$ cat src/rtl/assert_macros.svh
// ----------------------------------------------------------------------------
// Assertion macros
// Shared concurrent assertion forms for the peer source selector RTL.
// ----------------------------------------------------------------------------
`ifndef ASSERT_MACROS_SVH
`define ASSERT_MACROS_SVH

// Same-cycle implication, disabled while reset is asserted.
`define ASSERT_IMPL(label, clk, rst_n, ante, cons, msg) \
    label: assert property (@(posedge clk) disable iff (!rst_n) (ante) |-> (cons)) \
        else $error(msg);

// Next-cycle implication, disabled while reset is asserted.
`define ASSERT_NEXT(label, clk, rst_n, ante, cons, msg) \
    label: assert property (@(posedge clk) disable iff (!rst_n) (ante) |=> (cons)) \
        else $error(msg);

`endif

$ cat src/rtl/pss_ram.sv
// ----------------------------------------------------------------------------
// pss_ram
// Simple dual-port RAM: one write port, one read port with registered data.
// ----------------------------------------------------------------------------
`default_nettype none

module pss_ram #(
    parameter int WIDTH = 16,
    parameter int DEPTH = 64
) (
    input  wire logic                     aclk,
    input  wire logic                     we,
    input  wire logic [$clog2(DEPTH)-1:0] waddr,
    input  wire logic [WIDTH-1:0]         wdata,
    input  wire logic [$clog2(DEPTH)-1:0] raddr,
    output logic      [WIDTH-1:0]         rdata
);

    logic [WIDTH-1:0] mem [DEPTH];

    always_ff @(posedge aclk) begin
        if (we) begin
            mem[waddr] <= wdata;
        end
        rdata <= mem[raddr];
    end

endmodule

`default_nettype wire

$ cat config.mk
export PLATFORM = sky130hd
export DESIGN_NAME = pss_ram
export DESIGN_NICKNAME = d
export VERILOG_FILES = /design/src/rtl/assert_macros.svh /design/src/rtl/pss_ram.sv
export SDC_FILE = /design/constraint.sdc
export NUM_CORES = 1
export LEC_CHECK = 0
export BUFFER_PORTS_ARGS = -buffer_cell sky130_fd_sc_hd__buf_2
export CAP_MARGIN = 20
export CORE_AREA = 2 2 342 344
export DETAILED_ROUTE_END_ITERATION = 8
export DIE_AREA = 0 0 344 346
export SLEW_MARGIN = 40
export SYNTH_ARGS = -nofsm -noshare
export SYNTH_HDL_FRONTEND = slang
export SYNTH_SLANG_ARGS = --single-unit
$ cat constraint.sdc
create_clock -name aclk -period 3.1 [get_ports aclk]
set_input_delay 0.62 -clock aclk [delete_from_list [all_inputs] [get_ports aclk]]
set_output_delay 0.62 -clock aclk [all_outputs]
set_load 0.01 [all_outputs]
Word level (Yosys, flattened, before mapping)
Memories as Yosys holds them, arrays and structs flattened. A register that Yosys moved wholly into a read port is not among the register bits.
Cells that the tools add are included.

storage, ports and cells
  memories kept = 1
  word-level logic and storage cells = 3
  bits of input ports = 30
  flip-flop bits (word level) = 0
  output and inout bits = 16
  bits in writable memories = 1024

memories
  memory  words  bits a word  rd ports  clocked after Yosys merged registers in  wr ports  RTL line       RTL
  mem     64     16           1         1                                        1         pss_ram.sv:19  logic [WIDTH-1:0] mem [DEPTH];

operators by class
  mux-type cells = 2

operator list
  kind              number
  1-bit 2-to-1 mux  2

Depth between registers and ports, before layout
  word-level depth = 2
  gate-level depth with buffers = 10
  depth with buffers taken out = 5

Least setup slack after synthesis
Ideal clock, no wire load.

  path type = input port to flip-flop
  start = input port waddr[3]
  end = memory mem[48][0] (enable)
  arrival = 2246 ps
  required time = 2691 ps
  cell stages on the path = 4
  setup slack = 445 ps
  library setup time = 409 ps
  cell sequence = clkbuf_1 nor2b_1 nand4b_1 nor3_1

RTL lines
  what             RTL line       RTL
  start, declared  pss_ram.sv:13  input wire logic [$clog2(DEPTH)-1:0] waddr,
  end, declared    pss_ram.sv:19

Straight into the memory's write port.

==> results.txt <==
Clock power frac: 41.3%
synthesized net count: 1859
global router's overall resource usage: 16.4%
Post-Synth Adder-Cell Area: 0%
antenna-violating nets left: 0
final std cells w/o fill: 3672
P per Cell Area: 632 nW/µm²
complex-gate fraction of the synthesized area: 2.41%
Synth area leader: edfxtp_1
routed wire length per instance: 26.5 µm
CTS Sinks: 1040
most frequent CP cell: buf_4
Clock Tree Root: clkbuf_16
Seq pwr share: 53.3%
CTS buffer count: 103
Seq/Total Area, Yosys: 77.6%
maximum VDD drop: 0.000414 V
crit path cell chain: buf_6 > buf_4 > mux4_2 > a211o_1 > a31oi_1 > buf_4 > a311oi_1
die width: 344 µm
worst endpoint required time: 3.61 ns
Max-slew headroom: 45.3%
power consumption: 29.3 mW
Comb pwr share: 5.4%
# hold bufs at CTS: 0
Final Hold Fails: 0
synth top area cells: edfxtp_1, mux4_2, mux2i_1
I/O pin total: 46
R2R setup slack: 0.73 ns
Clock Skew: 0.0293 ns
CP Capture Type: register
Synth top area share: 76.8%
RePlAce Congestion: 0.841
r2r endpoint: rdata[3]
area grow syn2layout: 16.0%
Hold WS: 0.329 ns
Switching Power: 6.30 mW
drt pass-1 iters: 5
Worst path max stage delay: 0.61 ns
Int Pwr: 23.0 mW
Post-Syn Area per Cell: 21.9 µm²
largest net degree at the start of global routing: 65
largest family of logic cells by synthesized area: multiplexers
Register-to-Register Path Depth: 6
worst reg2reg path startpoint: mem[11][3]
Placed Cells: 3472
Slew Limit Fails: 0
post_cts resized: 0
layout cells sized above 1: 29.9%
leak pwr: 14.8 nW
Core Util, Final: 40.2%
Worst Tran Pin Value: 0.820 ns
first-pass GRT wire length: 141000 µm
status: complete, no violations
core area: 115000 µm²
total grt overflow: 0
die height: 346 µm
Setup crit end: rdata[3]
Fin Setup TNS: 0 ns
WP data arrival: 3.01 ns
crit path kind: in -> reg
vias in the first global route: 20000
Port Buf Inserts: 45
type of the tightest min-delay check: in -> reg
Worst-Skew Late Latency: 0.68 ns
# setup viols final: 0
Starting Density: 34.7%
First DRT Iteration DRCs: 2116
DRC violations left: 0
Netlist Area Pre-Place: 40000 µm²
Critical path origin: raddr[1]
Post-synth EDFFs: 1024
Detail Placement HPWL: 61800 µm
Synth Register Bits: 1040
Tmin final: 2.50 ns
asr flop ratio synth: 0%
Period Utilization, post-route: 80.6%
ys flop type: edfxtp_1
vias per cell: 5.31
setup bufs post-CTS: 0
CTS tree: yes
Distinct cells, synth: 43
RSZ-0062 raised after global routing: no
Mapped Cells: 1829
via count: 19500
initial antenna violation count: 10
Max Freq: 400 MHz
xor/xnor share of the synthesized area: 0%
slowest CP cell: a31oi_1
full die area: 119000 µm²
htree depth: 3
NumNets Final: 2085
num rows: 125
clk buf depth: 3
Yosys warnings: 0
Post-Route WL: 97500 µm
sw frac: 21.5%
CP Launch Type: primary input
clock-pin slew on the worst setup and hold paths: 0.06 ns
simple-gate share of the synthesized area: 2.65%
Max Cap Viol: 0
filler cell count: 10100
mux cell area share after synthesis: 15.5%
Worst Path Max Fanout: 52
-- how the worst min path moves through the flow --
| stage | start | to | slack, ns | depth (start not counted) |
|---|---|---|---|---|
| floorplan | wdata[0] | mem[0][0] | 0.72 | 0 |
| global placement | mem[62][14] | rdata[14] | 0.86 | 5 |
| detailed placement | mem[57][12] | rdata[12] | 0.86 | 5 |
| CTS | wdata[12] | mem[28][12] | 0.29 | 1 |
| global route | wdata[12] | mem[28][12] | 0.30 | 1 |
| finish | wdata[12] | mem[26][12] | 0.33 | 1 |
-- layout by cell type, fill, tap and decap left out, types with 5 or more instances in the layout --
master      netlist  final
mux4_2          220    220
mux2_2           27     27
o21ai_0           5      5
inv_6             0      7
dfxtp_1          16     16
edfxtp_1       1024   1024
buf_2            36     36
a211oi_1          8      8
clkbuf_1         24     15
nand4_1          12     12
buf_4            13    164
a31oi_1           8      8
nand2_1          59     59
a221oi_1         16     16
a211o_1           8      8
buf_12            5     20
a41oi_1           5      5
a22o_1            6      6
clkinv_1          0     21
clkinvlp_4        0      6
and4_1            5      5
bufinv_16         0      7
nor2_1           72     72
a221o_1           6      6
nand3_1          24     24
a22oi_1          39     39
clkbuf_16         0    103
nor2b_1          30     29
clkinv_2          0     25
clkbuf_8          0      6
mux2i_1          85     85
a311oi_1          8      8
a21oi_1          17     17
-- worst max-delay path: cells and delay by family --
| family | cells | cell delay (ns) |
|---|---|---|
| buf+inv | 3 | 0.97 |
| compound gates | 3 | 1.01 |
| mux | 1 | 0.30 |
-- flip-flops by register name, summed over array words and instances (netlist names) --
name / flops
mem: 1024
rdata: 16
-- power groups by stage --
stage | clock network, mW | registers, mW | logic, mW
floorplan | 0 | 15.9 | 0.806
finish | 12.1 | 15.6 | 1.58
global route | 12.9 | 15.6 | 1.68
CTS | 12.4 | 15.6 | 1.59
detailed placement | 0 | 15.9 | 1.58
global placement | 0 | 15.9 | 1.56
-- final cells by class --
| type | count | area (µm²) | share of cell area [%] |
|---|---|---|---|
| well taps | 1524 | 1910 | 4.11 |
| clock buffers | 124 | 2720 | 5.85 |
| diodes | 4 | 10.0 | 0.0216 |
| multi-input cells | 685 | 8250 | 17.8 |
| repair buffers | 225 | 1890 | 4.07 |
| flip-flops and latches | 1040 | 31100 | 66.9 |
| clock inverters | 70 | 584 | 1.26 |
-- metal layers --
layer / wire length (µm) / share of wire, % / GRT usage (%) / vias to the layer above
met5: 74 / 0.076 / 0 / -
met4: 3270 / 3.4 / 5.40 / 10
met3: 8070 / 8.3 / 4.03 / 170
met2: 45400 / 47 / 25.3 / 783
met1: 40600 / 42 / 22.6 / 10400
li1: - / - / - / 8152
-- cells in the mapped netlist (all sizes together), types with 8 or more instances --
master,count
dfxtp,16
mux4,224
o21ai,8
a211o,8
buf,77
a211oi,8
edfxtp,1024
nor2b,30
mux2,27
a21oi,17
nand3,24
mux2i,85
a221oi,16
clkbuf,27
a311oi,8
nand2,60
a31oi,8
a22oi,39
nand4,12
nor2,74
-- through the flow --
step / setup slack [ns] / instance area (µm²)
after floorplan: 0.445 / 40000
after global placement: -0.0528 / 43100
after detailed placement: -0.0357 / 43100
after CTS: 0.683 / 46400
after global routing: 0.530 / 46400
final: 0.600 / 46400
-- logic make-up after synthesis --
logic type             count (synthesis)
muxes                                336
and+or+nand+nor                      220
AOI/OAI and AO/OA                    129
DFF                                 1040
buffers and inverters                104
No activity file was read; power rests on OpenSTA's default activity.
